===== config.mk =====
export PLATFORM = sky130hd
export DESIGN_NAME = fsw_queue
export DESIGN_NICKNAME = d
export VERILOG_FILES = /design/src/hw/rtl/assert_macros.svh /design/src/hw/rtl/fsw_pkg.sv /design/src/hw/rtl/fsw_queue.sv
export SDC_FILE = /design/constraint.sdc
export NUM_CORES = 1
export LEC_CHECK = 0
export ABC_AREA = 0
export BUFFER_PORTS_ARGS = -buffer_cell sky130_fd_sc_hd__clkbuf_2
export CORE_MARGIN = 1
export CORE_UTILIZATION = 35
export CTS_CLUSTER_SIZE = 8
export DETAILED_ROUTE_END_ITERATION = 16
export PLACE_DENSITY = 0.68
export RECOVER_POWER = 100
export SYNTH_ARGS = -nofsm -noshare
export SYNTH_HDL_FRONTEND = slang
export SYNTH_SLANG_ARGS = --single-unit

===== constraint.sdc =====
create_clock -name clk -period 10.61 [get_ports clk]
set_clock_uncertainty 0.2 [all_clocks]
set_input_delay 2.122 -clock clk [delete_from_list [all_inputs] [get_ports clk]]
set_output_delay 2.122 -clock clk [all_outputs]
set_load 0.02 [all_outputs]

===== src/hw/rtl/assert_macros.svh =====
// Assertion macros shared by the RTL of the sector walker.
// Needs a clock named clk and a synchronous reset named rst in scope.
`ifndef ASSERT_MACROS_SVH
`define ASSERT_MACROS_SVH

// The consequent must hold in the same cycle as the antecedent.
`define ASSERT_SAME(label, ante, cons) \
  label: assert property (@(posedge clk) disable iff (rst) (ante) |-> (cons)) \
    else $error("assertion failed in sector walker");

// The consequent must hold in the cycle after the antecedent.
`define ASSERT_NEXT(label, ante, cons) \
  label: assert property (@(posedge clk) disable iff (rst) (ante) |=> (cons)) \
    else $error("assertion failed in sector walker");

`endif


===== src/hw/rtl/fsw_pkg.sv =====
// Shared types, constants and helper functions of the FAT12 sector walker.
// Used by every module of the block; depends on nothing.
package fsw_pkg;

  localparam int FAT_BYTES    = 8192;
  localparam int FAT_AW       = $clog2(FAT_BYTES);
  localparam int SECTOR_BYTES = 512;
  localparam int CHUNK_W      = 10;
  localparam int QUEUE_DEPTH  = 2;
  localparam int QUEUE_AW     = $clog2(QUEUE_DEPTH);

  localparam logic [11:0] LINK_MASK   = 12'h fff;
  localparam logic [11:0] LINK_BAD    = 12'h ff7;
  localparam logic [11:0] LINK_EOC    = 12'h ff8;
  localparam logic [7:0]  NIBBLE_MASK = 8'h 0f;

  localparam logic [15:0] DATA_START_RESET = 16'd33;
  localparam logic [7:0]  SPC_RESET        = 8'd1;
  localparam logic [11:0] CCOUNT_RESET     = 12'd2847;

  typedef enum logic [1:0] {
    OP_WRITE = 2'd0,
    OP_START = 2'd1,
    OP_STEP  = 2'd2
  } opcode_t;

  typedef enum logic [1:0] {
    REG_DATA_START = 2'd0,
    REG_SPC        = 2'd1,
    REG_CCOUNT     = 2'd2
  } cfg_reg_t;

  typedef enum logic [2:0] {
    ST_OK          = 3'd0,
    ST_EMPTY       = 3'd1,
    ST_BAD_START   = 3'd2,
    ST_BAD_CLUSTER = 3'd3,
    ST_EARLY_END   = 3'd4,
    ST_RANGE       = 3'd5,
    ST_IDLE        = 3'd6
  } status_t;

  typedef enum logic [1:0] {
    CMD_WRITE,
    CMD_START,
    CMD_STEP,
    CMD_NOP
  } cmd_kind_t;

  // One classified item as it travels from the front to the back.
  typedef struct packed {
    cmd_kind_t   kind;
    logic [12:0] addr;
    logic [7:0]  data;
    logic [11:0] cluster;
    logic [15:0] len;
  } cmd_t;

  typedef enum logic [1:0] {
    B_IDLE,
    B_SECT,
    B_LINK,
    B_EMIT
  } back_state_t;

  // A cluster is valid when it lies in 2 .. count+1.
  function automatic logic cluster_ok(input logic [11:0] c, input logic [11:0] count);
    cluster_ok = (c >= 12'd2) && ({1'b0, c} < ({1'b0, count} + 13'd2));
  endfunction

endpackage


===== src/hw/rtl/fsw_queue.sv =====
// Short command queue between the front and back of the sector walker.
// Depends on fsw_pkg for the command type and depth.
module fsw_queue import fsw_pkg::*; (
  input  logic clk,
  input  logic rst,
  input  logic push,
  input  cmd_t push_cmd,
  input  logic pop,
  output cmd_t head,
  output logic nonempty,
  output logic full
);

  cmd_t                entries [QUEUE_DEPTH];
  logic [QUEUE_AW-1:0] wr_ptr;
  logic [QUEUE_AW-1:0] rd_ptr;
  logic [QUEUE_AW:0]   count;

  function automatic logic [QUEUE_AW-1:0] ptr_inc(input logic [QUEUE_AW-1:0] p);
    ptr_inc = (p == QUEUE_AW'(QUEUE_DEPTH - 1)) ? '0 : p + 1'b1;
  endfunction

  assign nonempty = (count != '0);
  assign full     = (count == (QUEUE_AW + 1)'(QUEUE_DEPTH));
  assign head     = entries[rd_ptr];

  always_ff @(posedge clk) begin
    if (push) begin
      entries[wr_ptr] <= push_cmd;
    end
  end

  always_ff @(posedge clk) begin
    if (rst) begin
      wr_ptr <= '0;
      rd_ptr <= '0;
      count  <= '0;
    end else begin
      if (push) begin
        wr_ptr <= ptr_inc(wr_ptr);
      end
      if (pop) begin
        rd_ptr <= ptr_inc(rd_ptr);
      end
      if (push && !pop) begin
        count <= count + 1'b1;
      end else if (pop && !push) begin
        count <= count - 1'b1;
      end
    end
  end

endmodule


==> results.yml <==
global_route:
  grt_max_degree: 52
  track_usage_pct: 11.7
  antenna_found_initial: 0
  grt_pass1_vias: 2019
  gr-total-overflow: 0
  grt_pass1_wl_mm: 9.80
worst_setup_path:
  worstRegToRegCells: 2
  start_kind: "flip-flop"
  cp.arrival_ps: 3200
  cp_max_fo: 28
  worstPathRequired_ps: 8290
  reg2reg_from: "wr_ptr"
  path_class: "reg -> out"
  worst_r2r_endpoint: "entries[1][41]"
  timing.reg2reg.setup_slack_ps: 7320
  end_kind: "primary output"
drt:
  first_pass_iters: 4
  met1Wirelength_mm: 2.75
  met3_wirelength_um: 365
  drt_iter0_drc: 74
  routed_via_density: 4.51
  dr_wl_met2_mm: 3.24
  routed.top_layer: "met4"
  drt_drc_violations_left: 0
  vias: 1989
  wirelength_mm: 6.52
  avgRoutedWirePerCell_um: 14.8
  postRouteAntennaNets: 0
logic_synthesis:
  netlist_top_cells_area: "edfxtp_1 79%, mux2_2 15%, dfxtp_1 2.6%, buf_2 0.77%, xnor2_1 0.45%"
  async_flop_share_pct: 0
  synth_seq_cells: 107
  ys_warn_count: 0
  synth-edff-count: 102
  syn_area_per_cell_um2: 21.4
  ys.flop_type: "edfxtp_1"
  synthTopCellsByCount: "102 x edfxtp_1, 51 x mux2_2, 6 x buf_2, 5 x dfxtp_1, 4 x nor2_1"
  synth_area_leader_cell: "edfxtp_1"
  synthesis.instances: 181
  netlist.area_leader.share_pct: 79.0
  netlist_area_um2: 3880
  synth.distinct_cells: 16
  synth_seq_area_share_pct: 81.6
  synth_most_common_cell: "edfxtp_1"
  synth_nets: 237
die:
  chipWidth_um: 107
  ioPinCount: 108
  initial_utilization_pct: 35.9
  die_area_um2: 11500
  row_count: 38
  coreArea_um2: 10800
  fp.dieH_um: 107
min_path:
  holdPathStages: 2
  hold_class: "reg -> reg"
  hp-start: "count[1]"
  holdPathEnd: "count[1]"
place:
  dpl_cell_area_um2: 4590
  dp_cells: 425
  port_buffers: 107
  dp_hpwl_mm: 4.16
  place_congestion: 0.674
finish:
  fill_cells: 1021
  finalNonFillerCells: 441
  ff_latch_area_um2: 3160
  n_antenna_cell: 0
  areaGrowthSynthToFinish_pct: 20.1
  multi_input_area_um2: 684
  nets: 352
  final_area_um2: 4660
  drive_gt1_share_pct: 27.6
sta:
  slew_violations: 133
  tightest_slew_ps: 2960
  grt_setup_unrepaired: "no"
  maxSlewHeadroom_pct: -97.4
  clock.fmax_ghz: 0.181
  finalSetupTns_ps: 0
  period_minus_slack_ps: 5520
  finalHoldViolCount: 0
  finalSetupViolations: 0
  fin_crit_sh_pct: 52.1
cts:
  cts_resized: 0
  cts_tree: "done"
  clock_tree.root_cell: "clkbuf_8"
  clockBufferDepth: 2
  cts_num_sinks: 107
  postCtsSetupBuffers: 0
  cts-hold-fix-buffers: 0
  numCtsBuffers: 9
  clkTransAtPathRegs_ps: 90
  clk_latency_ps: 360
  cts-htree-levels: 3
outcome:
  violations: "capacitance limit, slew limit"
  status: "finished with violations"
pwr:
  p_leak_nw: 1.52
  vdd_drop_max_mv: 0.0688
  power_density_nw_per_um2: 184
job:
  maxCapViolCount: 3
-- critical path, cell delays in order (launching register included) --
cell and delay, ps:
dfxtp_1 1020, clkbuf_1 1180, mux2_2 440, clkbuf_1 170
-- cell type report --
class	count	area share (%)
Multi-Input combinational cell	67	14.7
Tap cell	140	3.76
Timing Repair Buffer	110	9.30
Clock inverter	2	0.752
Sequential cell	107	67.9
Inverter	1	0.0806
Clock buffer	14	3.49
-- how the worst max path moves through the flow --
stage	from	endpoint	slack (ps)	cells after the start
2_1_floorplan	push	entries[0][0]	5560	1
3_3_place_gp	flip-flop	head[20]	6560	3
3_5_place_dp	flip-flop	head[0]	6550	3
4_1_cts	flip-flop	head[0]	6130	3
5_1_grt	flip-flop	head[25]	4740	3
6_report	flip-flop	head[0]	5090	3
-- per-stage QoR --
step / util, % / hold slack, ps / total power [mW] / setup WS (ps)
global route: 43.1 / 365 / 0.891 / 4740
floorplan: - / 256 / 0.584 / 5560
global placement: 42.5 / 279 / 0.626 / 6560
CTS: 44.4 / 319 / 0.877 / 6130
detailed placement: 42.5 / 302 / 0.628 / 6550
finish: 43.1 / 319 / 0.855 / 5090
-- power breakdown --
| part | total (mW) | internal (mW) | switching, mW |
|---|---|---|---|
| combinational | 0.106 | 0.0395 | 0.0668 |
| sequential | 0.503 | 0.494 | 0.00983 |
| clock | 0.246 | 0.122 | 0.123 |
| total | 0.855 | 0.655 | 0.200 |
-- state kept, by name, indices dropped and copies added, names as in the netlist, named ones only --
name	flops
count	2
entries	102
rd_ptr	1
wr_ptr	1
-- routing by layer --
| layer | global-route usage (%) | vias up |
|---|---|---|
| met5 | 0 | - |
| met1 | 13.3 | 978 |
| met2 | 19.4 | 66 |
| met4 | 7.34 | 0 |
| li1 | - | 933 |
| met3 | 3.21 | 12 |
-- cells in the final DEF (no fill, tap or decap) --
master / instances
a21oi_1: 1
and2_2: 1
and2b_2: 1
bufinv_16: 1
clkbuf_1: 97
clkbuf_2: 16
clkbuf_8: 11
clkinv_2: 1
dfxtp_1: 5
edfxtp_1: 102
ha_1: 1
inv_1: 1
mux2_1: 1
mux2_2: 50
nor2_1: 4
nor2b_2: 1
o21ai_0: 1
or2_2: 1
or3_1: 1
xnor2_1: 2
xor2_1: 2
-- cells by family (layout without fill, tap and decap cells) --
| kind of cell | count (synthesis) | in the layout | synth area share, % |
|---|---|---|---|
| compound gates | 2 | 2 | 0.258 |
| flops | 107 | 107 | 81.6 |
| fa+ha+maj | 1 | 1 | 0.323 |
| simple gates | 9 | 9 | 1.26 |
| buf+inv | 7 | 127 | 0.871 |
| mux | 51 | 51 | 14.8 |
| xor+xnor | 4 | 4 | 0.904 |
No activity file was read; power rests on OpenSTA's default activity.
