$ cat src/hw/rtl/assert_macros.svh
// Assertion macros shared by the RTL of the sector walker.
// Needs a clock named clk and a synchronous reset named rst in scope.
`ifndef ASSERT_MACROS_SVH
`define ASSERT_MACROS_SVH

// The consequent must hold in the same cycle as the antecedent.
`define ASSERT_SAME(label, ante, cons) \
  label: assert property (@(posedge clk) disable iff (rst) (ante) |-> (cons)) \
    else $error("assertion failed in sector walker");

// The consequent must hold in the cycle after the antecedent.
`define ASSERT_NEXT(label, ante, cons) \
  label: assert property (@(posedge clk) disable iff (rst) (ante) |=> (cons)) \
    else $error("assertion failed in sector walker");

`endif

$ cat src/hw/rtl/fsw_pkg.sv
// Shared types, constants and helper functions of the FAT12 sector walker.
// Used by every module of the block; depends on nothing.
package fsw_pkg;

  localparam int FAT_BYTES    = 8192;
  localparam int FAT_AW       = $clog2(FAT_BYTES);
  localparam int SECTOR_BYTES = 512;
  localparam int CHUNK_W      = 10;
  localparam int QUEUE_DEPTH  = 2;
  localparam int QUEUE_AW     = $clog2(QUEUE_DEPTH);

  localparam logic [11:0] LINK_MASK   = 12'h fff;
  localparam logic [11:0] LINK_BAD    = 12'h ff7;
  localparam logic [11:0] LINK_EOC    = 12'h ff8;
  localparam logic [7:0]  NIBBLE_MASK = 8'h 0f;

  localparam logic [15:0] DATA_START_RESET = 16'd33;
  localparam logic [7:0]  SPC_RESET        = 8'd1;
  localparam logic [11:0] CCOUNT_RESET     = 12'd2847;

  typedef enum logic [1:0] {
    OP_WRITE = 2'd0,
    OP_START = 2'd1,
    OP_STEP  = 2'd2
  } opcode_t;

  typedef enum logic [1:0] {
    REG_DATA_START = 2'd0,
    REG_SPC        = 2'd1,
    REG_CCOUNT     = 2'd2
  } cfg_reg_t;

  typedef enum logic [2:0] {
    ST_OK          = 3'd0,
    ST_EMPTY       = 3'd1,
    ST_BAD_START   = 3'd2,
    ST_BAD_CLUSTER = 3'd3,
    ST_EARLY_END   = 3'd4,
    ST_RANGE       = 3'd5,
    ST_IDLE        = 3'd6
  } status_t;

  typedef enum logic [1:0] {
    CMD_WRITE,
    CMD_START,
    CMD_STEP,
    CMD_NOP
  } cmd_kind_t;

  // One classified item as it travels from the front to the back.
  typedef struct packed {
    cmd_kind_t   kind;
    logic [12:0] addr;
    logic [7:0]  data;
    logic [11:0] cluster;
    logic [15:0] len;
  } cmd_t;

  typedef enum logic [1:0] {
    B_IDLE,
    B_SECT,
    B_LINK,
    B_EMIT
  } back_state_t;

  // A cluster is valid when it lies in 2 .. count+1.
  function automatic logic cluster_ok(input logic [11:0] c, input logic [11:0] count);
    cluster_ok = (c >= 12'd2) && ({1'b0, c} < ({1'b0, count} + 13'd2));
  endfunction

endpackage

$ cat src/hw/rtl/fsw_front.sv
// Front end of the sector walker: decodes an input word and clamps the file length.
// Depends on fsw_pkg.
module fsw_front import fsw_pkg::*; (
  input  logic [1:0]  opcode,
  input  logic [12:0] fat_address,
  input  logic [7:0]  fat_byte,
  input  logic [11:0] start_cluster,
  input  logic [31:0] file_size,
  input  logic [15:0] max_bytes,
  output cmd_t        cmd
);

  always_comb begin
    cmd.addr    = fat_address;
    cmd.data    = fat_byte;
    cmd.cluster = start_cluster;
    // The byte count is the smaller of the file size and the buffer limit.
    if (file_size > {16'd0, max_bytes}) begin
      cmd.len = max_bytes;
    end else begin
      cmd.len = file_size[15:0];
    end
    unique case (opcode)
      OP_WRITE: cmd.kind = CMD_WRITE;
      OP_START: cmd.kind = CMD_START;
      OP_STEP:  cmd.kind = CMD_STEP;
      default:  cmd.kind = CMD_NOP;
    endcase
  end

endmodule

$ cat config.mk
export PLATFORM = sky130hd
export DESIGN_NAME = fsw_front
export DESIGN_NICKNAME = d
export VERILOG_FILES = /design/src/hw/rtl/assert_macros.svh /design/src/hw/rtl/fsw_pkg.sv /design/src/hw/rtl/fsw_front.sv
export SDC_FILE = /design/constraint.sdc
export NUM_CORES = 1
export LEC_CHECK = 0
export BUFFER_PORTS_ARGS = -buffer_cell sky130_fd_sc_hd__buf_2
export CORE_MARGIN = 3
export CORE_UTILIZATION = 29
export DETAILED_ROUTE_END_ITERATION = 8
export GPL_TIMING_DRIVEN = 1
export PLACE_DENSITY_LB_ADDON = 0.2
export SYNTH_ARGS = -nofsm -noshare
export SYNTH_HDL_FRONTEND = slang
export SYNTH_SLANG_ARGS = --single-unit
$ cat constraint.sdc
create_clock -name vclk -period 3.1
set_input_delay 0.62 -clock vclk [all_inputs]
set_output_delay 0.62 -clock vclk [all_outputs]
set_load 0.05 [all_outputs]
==> results of run 1 <==
## layout make-up
class	instances	area (um2)
timing repair buffer	75	630.6
multi-input combinational	63	730.7
inverter	17	88.84
tap	44	55.05
fill	301	1623
## power groups by stage
stage	sequential [uW]	clock (uW)	combinational, uW
6_report	0	0	195
5_1_grt	0	0	213
4_1_cts	0	0	184
3_5_place_dp	0	0	158
3_3_place_gp	0	0	156
2_1_floorplan	0	0	217
## synth_stat cells, types with 2 or more instances
cell	number
sky130_fd_sc_hd__a21oi_1	5
sky130_fd_sc_hd__buf_4	33
sky130_fd_sc_hd__clkbuf_1	2
sky130_fd_sc_hd__ha_1	16
sky130_fd_sc_hd__inv_1	17
sky130_fd_sc_hd__mux2_1	3
sky130_fd_sc_hd__mux2_2	3
sky130_fd_sc_hd__mux2_4	10
sky130_fd_sc_hd__nand2_1	6
sky130_fd_sc_hd__nand4_1	3
sky130_fd_sc_hd__nor4_1	4
sky130_fd_sc_hd__o21ai_0	3
## cell families (layout without fill, tap and decap cells)
family	Yosys count	in the layout	synth area share, %
buf+inv	53	92	34.54
compound gates	14	14	11.00
mux	16	16	22.51
simple gates	17	17	11.25
fa+ha+maj	16	16	20.70
## what timing repair did
item                                    CTS  global route
resized for setup                        53            20
pin swaps                                 7             7
endpoints found under the setup margin   16            16
setup buffers                             3             0
gates cloned                              1             0
## worst max-delay path: cells and delay by family
family          cells  cell delay [ns]
simple gates        2             0.67
buf+inv             4             0.51
compound gates      2             0.39
mux                 1             0.31
fa+ha+maj           1             0.26
## routing by layer
metal	GRT usage (%)	share of wire (%)	vias to the layer above
met1	11.76	33	391
met2	22.03	56	52
li1	-	-	445
met3	2.988	10	6
met4	1.617	1.1	0
met5	0	0	-
## how the worst min path moves through the flow
stage,start,end,cells after the start
final,start_cluster[3],cmd[19],0
after detailed placement,fat_address[8],cmd[44],0
after global routing,fat_address[4],cmd[40],0
after global placement,fat_address[8],cmd[44],0
after CTS,fat_address[8],cmd[44],0
after floorplan,start_cluster[0],cmd[16],1
## metrics by stage
| stage | setup TNS [ns] | instance area [um2] | util, % | setup WS [ns] | std cells |
|---|---|---|---|---|---|
| floorplan | -0.7099 | 1040 | - | -0.07099 | 116 |
| global placement | -5.431 | 1217 | 38.92 | -0.3652 | 196 |
| detailed placement | -6.194 | 1217 | 38.92 | -0.4239 | 196 |
| CTS | -5.013 | 1440 | 46.04 | -0.3294 | 200 |
| global route | -5.229 | 1505 | 48.12 | -0.3662 | 199 |
| finish | -3.982 | 1505 | 48.12 | -0.2909 | 199 |
==> run_summary.xml, run 1 <==
<?xml version="1.0" encoding="UTF-8"?>
<metrics>
  <group name="status">
    <metric name="run_status" unit="">finished with violations</metric>
    <metric name="violated_checks" unit="">setup timing</metric>
  </group>
  <group name="floorplanning">
    <metric name="die_width" unit="um">63.75</metric>
    <metric name="floorplan.initialDensity" unit="%">30.92</metric>
    <metric name="die_area" unit="um2">4064</metric>
    <metric name="number_of_standard_cell_rows_in_the_floorplan" unit="">20</metric>
    <metric name="num_io_pins" unit="">134</metric>
    <metric name="floorplan.die.height" unit="um">63.75</metric>
    <metric name="core_area" unit="um2">3128</metric>
  </group>
  <group name="synth">
    <metric name="synth_sequential_area_ratio" unit="%">0</metric>
    <metric name="syn_nets" unit="">215</metric>
    <metric name="netlist_instances" unit="">116</metric>
    <metric name="ys_types" unit="">23</metric>
    <metric name="yosysTopAreaCellShare" unit="%">25.61</metric>
    <metric name="netlist_top_cells_area" unit="">sky130_fd_sc_hd__buf_4, sky130_fd_sc_hd__ha_1, sky130_fd_sc_hd__mux2_4</metric>
    <metric name="synth_area" unit="um2">967.2</metric>
    <metric name="cell_accounting_for_the_most_synthesized_area" unit="">sky130_fd_sc_hd__buf_4</metric>
    <metric name="yosys_warnings" unit="">0</metric>
    <metric name="postSynthAreaPerCell" unit="um2">8.338</metric>
  </group>
  <group name="layout">
    <metric name="final_common_cell" unit="">sky130_fd_sc_hd__buf_2</metric>
    <metric name="drive_above_1_share" unit="%">67.74</metric>
    <metric name="clk_buf_instances" unit="">0</metric>
    <metric name="finalNetCount" unit="">256</metric>
    <metric name="flops_and_latches" unit="">0</metric>
    <metric name="mostFrequentLayoutCells" unit="">sky130_fd_sc_hd__buf_2, sky130_fd_sc_hd__mux2_4, sky130_fd_sc_hd__buf_6, sky130_fd_sc_hd__inv_1, sky130_fd_sc_hd__buf_8</metric>
    <metric name="layout-area-overhead-vs-synth" unit="%">55.63</metric>
    <metric name="diodes" unit="">0</metric>
    <metric name="area.sequential" unit="um2">0</metric>
  </group>
  <group name="power">
    <metric name="internal_power_of_the_cells" unit="uW">100.2</metric>
    <metric name="leakage_dissipation" unit="uW">0.0008084</metric>
    <metric name="combinationalPowerShare" unit="%">100.0</metric>
    <metric name="pwrdens" unit="nW/um2">129.6</metric>
    <metric name="total_switching_power" unit="uW">94.89</metric>
    <metric name="fin_total_pwr" unit="uW">195.1</metric>
    <metric name="power_frac_seq" unit="%">0</metric>
    <metric name="highest_ir_drop_seen_on_vdd" unit="mV">0.04159</metric>
    <metric name="clock_power_share" unit="%">0</metric>
    <metric name="sw_frac_of_total" unit="%">48.65</metric>
  </group>
  <group name="sta">
    <metric name="maxClockFrequency" unit="MHz">294.9</metric>
    <metric name="post-route-worst-setup-slack" unit="ns">-0.2909</metric>
    <metric name="post-route-min-period" unit="ns">3.391</metric>
    <metric name="setup_viol" unit="">16</metric>
    <metric name="report.final.slew_viol_count" unit="">0</metric>
    <metric name="fin_worst_hold_slack" unit="ns">1.240</metric>
    <metric name="timing.final.crit_share" unit="%">109.4</metric>
    <metric name="rsz0062_at_grt" unit="">yes</metric>
    <metric name="max_slew.worst_pin.slew" unit="ns">0.4191</metric>
    <metric name="timing_hold_violations_final" unit="">0</metric>
    <metric name="timing.slew.headroom" unit="%">72.01</metric>
  </group>
  <group name="route">
    <metric name="wl" unit="mm">2.496</metric>
    <metric name="wl_per_cell" unit="um">12.54</metric>
    <metric name="drt_first_pass_iters" unit="">4</metric>
    <metric name="route.detailed.vias_per_inst" unit="">4.492</metric>
    <metric name="drtIter0Drc" unit="">15</metric>
    <metric name="post-route-drc-count" unit="">0</metric>
    <metric name="final_antenna_net_count" unit="">0</metric>
    <metric name="detailroute.via_count" unit="">894</metric>
  </group>
  <group name="global_routing">
    <metric name="globalRouteOverflowTotal" unit="">0</metric>
    <metric name="pin_count_of_the_biggest_net_entering_global_routing" unit="">8</metric>
    <metric name="number_of_antenna_violations_at_the_first_check_in_global_routing" unit="">0</metric>
    <metric name="grt_pass1_wl" unit="mm">3.877</metric>
    <metric name="grt.total_usage" unit="%">11.13</metric>
    <metric name="grt_pass1_vias" unit="">869</metric>
  </group>
  <group name="critical_path">
    <metric name="cp_data_required_time" unit="ns">2.48</metric>
    <metric name="most_frequent_cp_cell" unit="">sky130_fd_sc_hd__buf_8</metric>
    <metric name="critical_path.max_fanout" unit="">7</metric>
    <metric name="setup.worst_path.class" unit="">in -&gt; out</metric>
    <metric name="cp.arrival" unit="ns">2.77</metric>
    <metric name="setup.worst_path.start_class" unit="">input port</metric>
    <metric name="worst_path_largest_cell_delay" unit="ns">0.55</metric>
    <metric name="critPathCaptureType" unit="">primary output</metric>
    <metric name="startpoint" unit="">file_size[9]</metric>
    <metric name="worstSetupEndpoint" unit="">cmd[0]</metric>
    <metric name="slowest_library_cell_on_the_worst_path" unit="">sky130_fd_sc_hd__or4_4</metric>
    <metric name="cp_cell_sequence" unit="">buf_8 &gt; ha_4 &gt; nand4_1 &gt; or4_4 &gt; a21o_1 &gt; a31oi_4 &gt; buf_6 &gt; buf_12 &gt; mux2_4 &gt; buf_8</metric>
  </group>
  <group name="job">
    <metric name="cap_violations" unit="">0</metric>
  </group>
  <group name="placement">
    <metric name="hpwl" unit="mm">2.117</metric>
    <metric name="io_buffers" unit="">64</metric>
    <metric name="gp_routability_congestion" unit="">0.6733</metric>
  </group>
  <group name="worst_hold_path">
    <metric name="min-delay-path-class" unit="">in -&gt; out</metric>
  </group>
  <group name="cts">
    <metric name="cts_hold_repair.buffers" unit="">0</metric>
  </group>
</metrics>
Power figures use the tool's default switching activity.
==> inputs of run 2 (changes only) <==
--- a/config.mk
+++ b/config.mk
@@ -6,11 +6,15 @@
 export NUM_CORES = 1
 export LEC_CHECK = 0
 export BUFFER_PORTS_ARGS = -buffer_cell sky130_fd_sc_hd__buf_2
+export CELL_PAD_IN_SITES_DETAIL_PLACEMENT = 2
+export CELL_PAD_IN_SITES_GLOBAL_PLACEMENT = 2
+export CORE_ASPECT_RATIO = 1.25
 export CORE_MARGIN = 3
-export CORE_UTILIZATION = 29
+export CORE_UTILIZATION = 12
 export DETAILED_ROUTE_END_ITERATION = 8
 export GPL_TIMING_DRIVEN = 1
 export PLACE_DENSITY_LB_ADDON = 0.2
+export SKIP_LAST_GASP = 1
 export SYNTH_ARGS = -nofsm -noshare
 export SYNTH_HDL_FRONTEND = slang
 export SYNTH_SLANG_ARGS = --single-unit
==> run 2 against run 1 <==
Against the previous run: the run still ends with setup timing left; wire length is 33% higher; sequential cell count unchanged; via count increased by 6.4%; largest cell class unchanged; utilization decreased by 28 points; highest routed layer unchanged.
==> run_summary.xml, run 2 (synthesis results as in run 1) <==
<?xml version="1.0" encoding="UTF-8"?>
<metrics>
  <group name="status">
    <metric name="run_status" unit="">finished with violations</metric>
    <metric name="violated_checks" unit="">setup timing</metric>
  </group>
  <group name="power">
    <metric name="fin_total_pwr" unit="uW">204.7</metric>
    <metric name="clock_power_share" unit="%">0</metric>
    <metric name="internal_power_of_the_cells" unit="uW">103.4</metric>
    <metric name="pwrdens" unit="nW/um2">129.0</metric>
    <metric name="sw_frac_of_total" unit="%">49.45</metric>
    <metric name="total_switching_power" unit="uW">101.2</metric>
    <metric name="leakage_dissipation" unit="uW">0.0008091</metric>
    <metric name="power_frac_seq" unit="%">0</metric>
    <metric name="highest_ir_drop_seen_on_vdd" unit="mV">0.04673</metric>
    <metric name="combinationalPowerShare" unit="%">100.0</metric>
  </group>
  <group name="critical_path">
    <metric name="critPathCaptureType" unit="">primary output</metric>
    <metric name="cp_data_required_time" unit="ns">2.48</metric>
    <metric name="cp_cell_sequence" unit="">buf_12 &gt; inv_12 &gt; ha_4 &gt; nand4_1 &gt; or4_4 &gt; a21o_1 &gt; a31oi_4 &gt; buf_6 &gt; mux2_4 &gt; buf_8</metric>
    <metric name="worst_path_largest_cell_delay" unit="ns">0.53</metric>
    <metric name="slowest_library_cell_on_the_worst_path" unit="">sky130_fd_sc_hd__or4_4</metric>
    <metric name="critical_path.max_fanout" unit="">5</metric>
    <metric name="cp.arrival" unit="ns">2.73</metric>
    <metric name="setup.worst_path.class" unit="">in -&gt; out</metric>
    <metric name="setup.worst_path.start_class" unit="">input port</metric>
  </group>
  <group name="layout">
    <metric name="clk_buf_instances" unit="">0</metric>
    <metric name="fin_cells" unit="">252</metric>
    <metric name="mostFrequentLayoutCells" unit="">sky130_fd_sc_hd__buf_2, sky130_fd_sc_hd__buf_6, sky130_fd_sc_hd__mux2_4, sky130_fd_sc_hd__inv_1</metric>
    <metric name="area.sequential" unit="um2">0</metric>
    <metric name="multi_input_comb_area" unit="um2">755.7</metric>
    <metric name="num-fill-cells" unit="">916</metric>
    <metric name="diodes" unit="">0</metric>
    <metric name="drive_above_1_share" unit="%">70.06</metric>
    <metric name="layout-area-overhead-vs-synth" unit="%">64.04</metric>
    <metric name="finalNetCount" unit="">258</metric>
    <metric name="flops_and_latches" unit="">0</metric>
    <metric name="final_common_cell" unit="">sky130_fd_sc_hd__buf_2</metric>
  </group>
  <group name="route">
    <metric name="route.detailed.vias_per_inst" unit="">3.774</metric>
    <metric name="wl_per_cell" unit="um">13.13</metric>
    <metric name="drtIter0Drc" unit="">10</metric>
    <metric name="detailroute.via_count" unit="">951</metric>
    <metric name="drt_first_pass_iters" unit="">3</metric>
    <metric name="post-route-drc-count" unit="">0</metric>
    <metric name="final_antenna_net_count" unit="">0</metric>
    <metric name="wl" unit="mm">3.308</metric>
  </group>
  <group name="floorplanning">
    <metric name="floorplan.initialDensity" unit="%">12.34</metric>
    <metric name="number_of_standard_cell_rows_in_the_floorplan" unit="">36</metric>
    <metric name="die_width" unit="um">86.30</metric>
    <metric name="num_io_pins" unit="">134</metric>
    <metric name="die_area" unit="um2">9180</metric>
    <metric name="core_area" unit="um2">7838</metric>
    <metric name="floorplan.die.height" unit="um">106.4</metric>
  </group>
  <group name="placement">
    <metric name="hpwl" unit="mm">3.054</metric>
    <metric name="dp_cells" unit="">252</metric>
    <metric name="gp_routability_congestion" unit="">0.7062</metric>
    <metric name="io_buffers" unit="">64</metric>
    <metric name="placement.setup.worst_slack" unit="ns">-0.4793</metric>
  </group>
  <group name="sta">
    <metric name="report.final.slew_viol_count" unit="">0</metric>
    <metric name="setup_viol" unit="">16</metric>
    <metric name="max_slew.worst_pin.slew" unit="ns">0.4255</metric>
    <metric name="rsz0062_at_grt" unit="">yes</metric>
    <metric name="timing_hold_violations_final" unit="">0</metric>
    <metric name="fin_worst_hold_slack" unit="ns">1.240</metric>
    <metric name="post-route-min-period" unit="ns">3.351</metric>
    <metric name="timing.slew.headroom" unit="%">71.58</metric>
    <metric name="maxClockFrequency" unit="MHz">298.4</metric>
    <metric name="timing.final.crit_share" unit="%">108.1</metric>
    <metric name="post-route-worst-setup-slack" unit="ns">-0.2508</metric>
  </group>
  <group name="cts">
    <metric name="post_cts_buffers" unit="">0</metric>
  </group>
  <group name="global_routing">
    <metric name="globalRouteOverflowTotal" unit="">0</metric>
    <metric name="grt.total_usage" unit="%">6.737</metric>
    <metric name="number_of_antenna_violations_at_the_first_check_in_global_routing" unit="">0</metric>
    <metric name="pin_count_of_the_biggest_net_entering_global_routing" unit="">6</metric>
    <metric name="grt_pass1_vias" unit="">1105</metric>
    <metric name="grt_pass1_wl" unit="mm">5.168</metric>
  </group>
  <group name="worst_hold_path">
    <metric name="min-delay-path-class" unit="">in -&gt; out</metric>
  </group>
  <group name="job">
    <metric name="cap_violations" unit="">0</metric>
  </group>
</metrics>
## run 2: cell type report
class	instances	share of cell area [%]
inverters	17	5.442
multi-input cells	63	47.63
well taps	95	7.492
repair buffers	77	39.43
## run 2: critical path: cells and delay by family
kind                       cells  cell delay, ns
AOI/OAI and AO/OA              2            0.44
adders and majority gates      1            0.24
buffers and inverters          4            0.45
muxes                          1            0.31
and+or+nand+nor                2            0.67
## run 2: worst paths after layout
path	slack [ns]	endpoint	cells after the start	from
setup / recovery	-0.25	cmd[8]	10	max_bytes[10]
hold / removal	1.24	cmd[19]	0	start_cluster[3]
## run 2: what timing repair did
item                                    4_1_cts  5_1_grt
hold buffers                                  0        0
endpoints found under the setup margin       16       16
resized for setup                            67        6
pin swaps                                     7        2
## run 2: power groups by stage
stage / Clock, uW / Combinational, uW / Sequential, uW
after CTS: 0 / 205 / 0
after floorplan: 0 / 217 / 0
after detailed placement: 0 / 170 / 0
final: 0 / 205 / 0
after global placement: 0 / 165 / 0
after global routing: 0 / 225 / 0
## run 2: metrics by stage
stage               util, %  area, um2  setup TNS (ns)
detailed placement    16.67       1306          -7.309
floorplan                 -       1040         -0.7099
finish                20.24       1587          -3.792
global route          20.24       1587          -5.628
CTS                   19.75       1548          -4.444
global placement      16.67       1306          -5.940
## run 2: layer usage
| layer | wire length, um | track usage (%) |
|---|---|---|
| met1 | 1147 | 7.282 |
| met2 | 1871 | 13.51 |
| met3 | 284 | 1.705 |
| met4 | 5 | 0.2227 |
| met5 | 0 | 0 |
==> inputs of run 3 (changes only) <==
--- a/config.mk
+++ b/config.mk
@@ -5,6 +5,7 @@
 export SDC_FILE = /design/constraint.sdc
 export NUM_CORES = 1
 export LEC_CHECK = 0
+export ABC_CLOCK_PERIOD_IN_PS = 3100
 export BUFFER_PORTS_ARGS = -buffer_cell sky130_fd_sc_hd__buf_2
 export CELL_PAD_IN_SITES_DETAIL_PLACEMENT = 2
 export CELL_PAD_IN_SITES_GLOBAL_PLACEMENT = 2
==> constraint.sdc (replaced) <==
create_clock -name vclk -period 3.1
set_input_delay 0.775 -clock vclk [all_inputs]
set_output_delay 0.775 -clock vclk [all_outputs]
set_load 0.005 [all_outputs]
==> run 3 against run 2 <==
Against the previous run: the flow still finishes with violations (setup timing); die area stayed put; global-route usage is 0.43 points higher; cell area decreased by 0.39%; power is 21% lower; critical path depth unchanged; non-clock buffer count increased by 2; final cell count up 0.79%; maximum frequency fell by 7.9%; largest cell class unchanged.
==> run_summary.xml, run 3 (synthesis results as in run 1) <==
<?xml version="1.0" encoding="UTF-8"?>
<metrics>
  <group name="critical_path">
    <metric name="critical_path.max_fanout" unit="">6</metric>
    <metric name="cp_data_required_time" unit="ns">2.32</metric>
    <metric name="cp.arrival" unit="ns">2.86</metric>
    <metric name="setup.worst_path.start_class" unit="">input port</metric>
    <metric name="setup.worst_path.class" unit="">in -&gt; out</metric>
    <metric name="critPathCaptureType" unit="">primary output</metric>
  </group>
  <group name="power">
    <metric name="clock_power_share" unit="%">0</metric>
    <metric name="power_frac_seq" unit="%">0</metric>
    <metric name="combinationalPowerShare" unit="%">100.0</metric>
    <metric name="internal_power_of_the_cells" unit="uW">98.89</metric>
    <metric name="highest_ir_drop_seen_on_vdd" unit="mV">0.02808</metric>
    <metric name="pwrdens" unit="nW/um2">102.7</metric>
    <metric name="leakage_dissipation" unit="uW">0.0007980</metric>
    <metric name="sw_frac_of_total" unit="%">39.06</metric>
    <metric name="total_switching_power" unit="uW">63.38</metric>
  </group>
  <group name="job">
    <metric name="cap_violations" unit="">0</metric>
  </group>
  <group name="worst_hold_path">
    <metric name="worst_hold_path.num_cells" unit="">0</metric>
    <metric name="hold_start" unit="">start_cluster[3]</metric>
    <metric name="min-delay-path-class" unit="">in -&gt; out</metric>
    <metric name="min_delay_worst_endpoint" unit="">cmd[19]</metric>
  </group>
  <group name="layout">
    <metric name="postLayoutCoreUtil" unit="%">20.16</metric>
    <metric name="area.sequential" unit="um2">0</metric>
    <metric name="fin_cells" unit="">254</metric>
    <metric name="diodes" unit="">0</metric>
    <metric name="layout-area-overhead-vs-synth" unit="%">63.39</metric>
    <metric name="clk_buf_instances" unit="">0</metric>
    <metric name="finalNetCount" unit="">260</metric>
    <metric name="final_common_cell" unit="">sky130_fd_sc_hd__buf_2</metric>
    <metric name="flops_and_latches" unit="">0</metric>
    <metric name="drive_above_1_share" unit="%">72.96</metric>
    <metric name="mostFrequentLayoutCells" unit="">sky130_fd_sc_hd__buf_2, sky130_fd_sc_hd__buf_6, sky130_fd_sc_hd__mux2_4, sky130_fd_sc_hd__buf_4</metric>
  </group>
  <group name="global_routing">
    <metric name="grt_pass1_vias" unit="">1217</metric>
    <metric name="met3_usage" unit="%">2.171</metric>
    <metric name="number_of_antenna_violations_at_the_first_check_in_global_routing" unit="">0</metric>
    <metric name="groute.layer.met1.usage" unit="%">6.865</metric>
    <metric name="grt_pass1_wl" unit="mm">5.513</metric>
    <metric name="grt.total_usage" unit="%">7.164</metric>
    <metric name="globalRouteOverflowTotal" unit="">0</metric>
    <metric name="globalRoute.busiestLayer" unit="">met2</metric>
    <metric name="globalRouteMet2Util" unit="%">14.77</metric>
    <metric name="pin_count_of_the_biggest_net_entering_global_routing" unit="">7</metric>
  </group>
  <group name="sta">
    <metric name="maxClockFrequency" unit="MHz">274.8</metric>
    <metric name="post-route-min-period" unit="ns">3.639</metric>
    <metric name="rsz0062_at_grt" unit="">yes</metric>
    <metric name="setup_viol" unit="">16</metric>
    <metric name="report.final.slew_viol_count" unit="">0</metric>
    <metric name="fin_worst_hold_slack" unit="ns">1.550</metric>
    <metric name="timing.final.crit_share" unit="%">117.4</metric>
    <metric name="timing_hold_violations_final" unit="">0</metric>
    <metric name="timing.slew.headroom" unit="%">82.24</metric>
    <metric name="max_slew.worst_pin.slew" unit="ns">0.2639</metric>
    <metric name="fin_tns_setup" unit="ns">-8.237</metric>
    <metric name="post-route-worst-setup-slack" unit="ns">-0.5386</metric>
  </group>
  <group name="floorplanning">
    <metric name="core_area" unit="um2">7838</metric>
    <metric name="die_width" unit="um">86.30</metric>
    <metric name="number_of_standard_cell_rows_in_the_floorplan" unit="">36</metric>
    <metric name="die_area" unit="um2">9180</metric>
    <metric name="floorplan.die.height" unit="um">106.4</metric>
    <metric name="floorplan.initialDensity" unit="%">12.34</metric>
    <metric name="num_io_pins" unit="">134</metric>
  </group>
  <group name="route">
    <metric name="post-route-drc-count" unit="">0</metric>
    <metric name="detailroute.via_count" unit="">965</metric>
    <metric name="route.detailed.vias_per_inst" unit="">3.799</metric>
    <metric name="final_antenna_net_count" unit="">0</metric>
    <metric name="wl" unit="mm">3.306</metric>
    <metric name="wl_per_cell" unit="um">13.02</metric>
    <metric name="drt_first_pass_iters" unit="">2</metric>
    <metric name="drtIter0Drc" unit="">9</metric>
  </group>
  <group name="placement">
    <metric name="gp_routability_congestion" unit="">0.7627</metric>
    <metric name="dp_cells" unit="">253</metric>
    <metric name="hpwl" unit="mm">3.038</metric>
    <metric name="io_buffers" unit="">64</metric>
  </group>
  <group name="status">
    <metric name="run_status" unit="">finished with violations</metric>
    <metric name="violated_checks" unit="">setup timing</metric>
  </group>
  <group name="cts">
    <metric name="cts_hold_repair.buffers" unit="">0</metric>
  </group>
</metrics>
run 3: cell count changes in the layout (fill, tap and decap cells not counted), sizes merged:
cell | before | now
buf | 77 | 79
run 3: final cells by class:
class | count | area (um2)
Inverter | 17 | 88.84
Timing Repair Buffer | 79 | 608.1
Fill cell | 929 | 6257
Tap cell | 95 | 118.9
Multi-Input combinational cell | 63 | 764.5
run 3: worst max-delay path by stage:
stage                     slack (ns)  cells past startpoint     startpoint       to
after global placement         -0.62                     10  max_bytes[10]  cmd[10]
after floorplan                -0.30                      8  max_bytes[10]  cmd[10]
after CTS                      -0.60                     10  max_bytes[11]   cmd[6]
final                          -0.54                     10  max_bytes[10]   cmd[6]
after detailed placement       -0.67                     10  max_bytes[10]   cmd[6]
after global routing           -0.62                     10  max_bytes[10]   cmd[6]
run 3: critical path: stages:
cell and delay (ns):
sky130_fd_sc_hd__buf_12 0.09, sky130_fd_sc_hd__inv_12 0.03, sky130_fd_sc_hd__ha_4 0.25, sky130_fd_sc_hd__nand4_1 0.11
sky130_fd_sc_hd__or4_4 0.55, sky130_fd_sc_hd__a21o_1 0.20, sky130_fd_sc_hd__a31oi_4 0.24, sky130_fd_sc_hd__buf_6 0.18
sky130_fd_sc_hd__mux2_4 0.31, sky130_fd_sc_hd__buf_6 0.12
run 3: routing by layer:
| metal | routed length (um) | part of all wire, % | vias to the layer above |
|---|---|---|---|
| li1 | - | - | 451 |
| met1 | 1054 | 32 | 440 |
| met2 | 1886 | 57 | 68 |
| met3 | 324 | 9.8 | 6 |
| met4 | 42 | 1.3 | 0 |
| met5 | 0 | 0 | - |
run 3: repair_timing:
item,in CTS,in global routing
endpoints found under the setup margin,16,16
setup buffers,0,1
pin swaps,6,7
resized for setup,34,20
run 3: power by group through the flow:
stage	logic, uW	clock network, uW	registers, uW
after floorplan	92.2	0	0
after global placement	126	0	0
after detailed placement	131	0	0
after CTS	151	0	0
after global routing	185	0	0
final	162	0	0
run 3: stage by stage:
stage / setup WS, ns / cell area [um2] / total power (uW)
3_5_place_dp: -0.6688 / 1314 / 130.8
4_1_cts: -0.6006 / 1466 / 151.2
6_report: -0.5386 / 1580 / 162.3
3_3_place_gp: -0.6171 / 1314 / 126.1
2_1_floorplan: -0.3011 / 1040 / 92.15
5_1_grt: -0.6174 / 1580 / 185.3
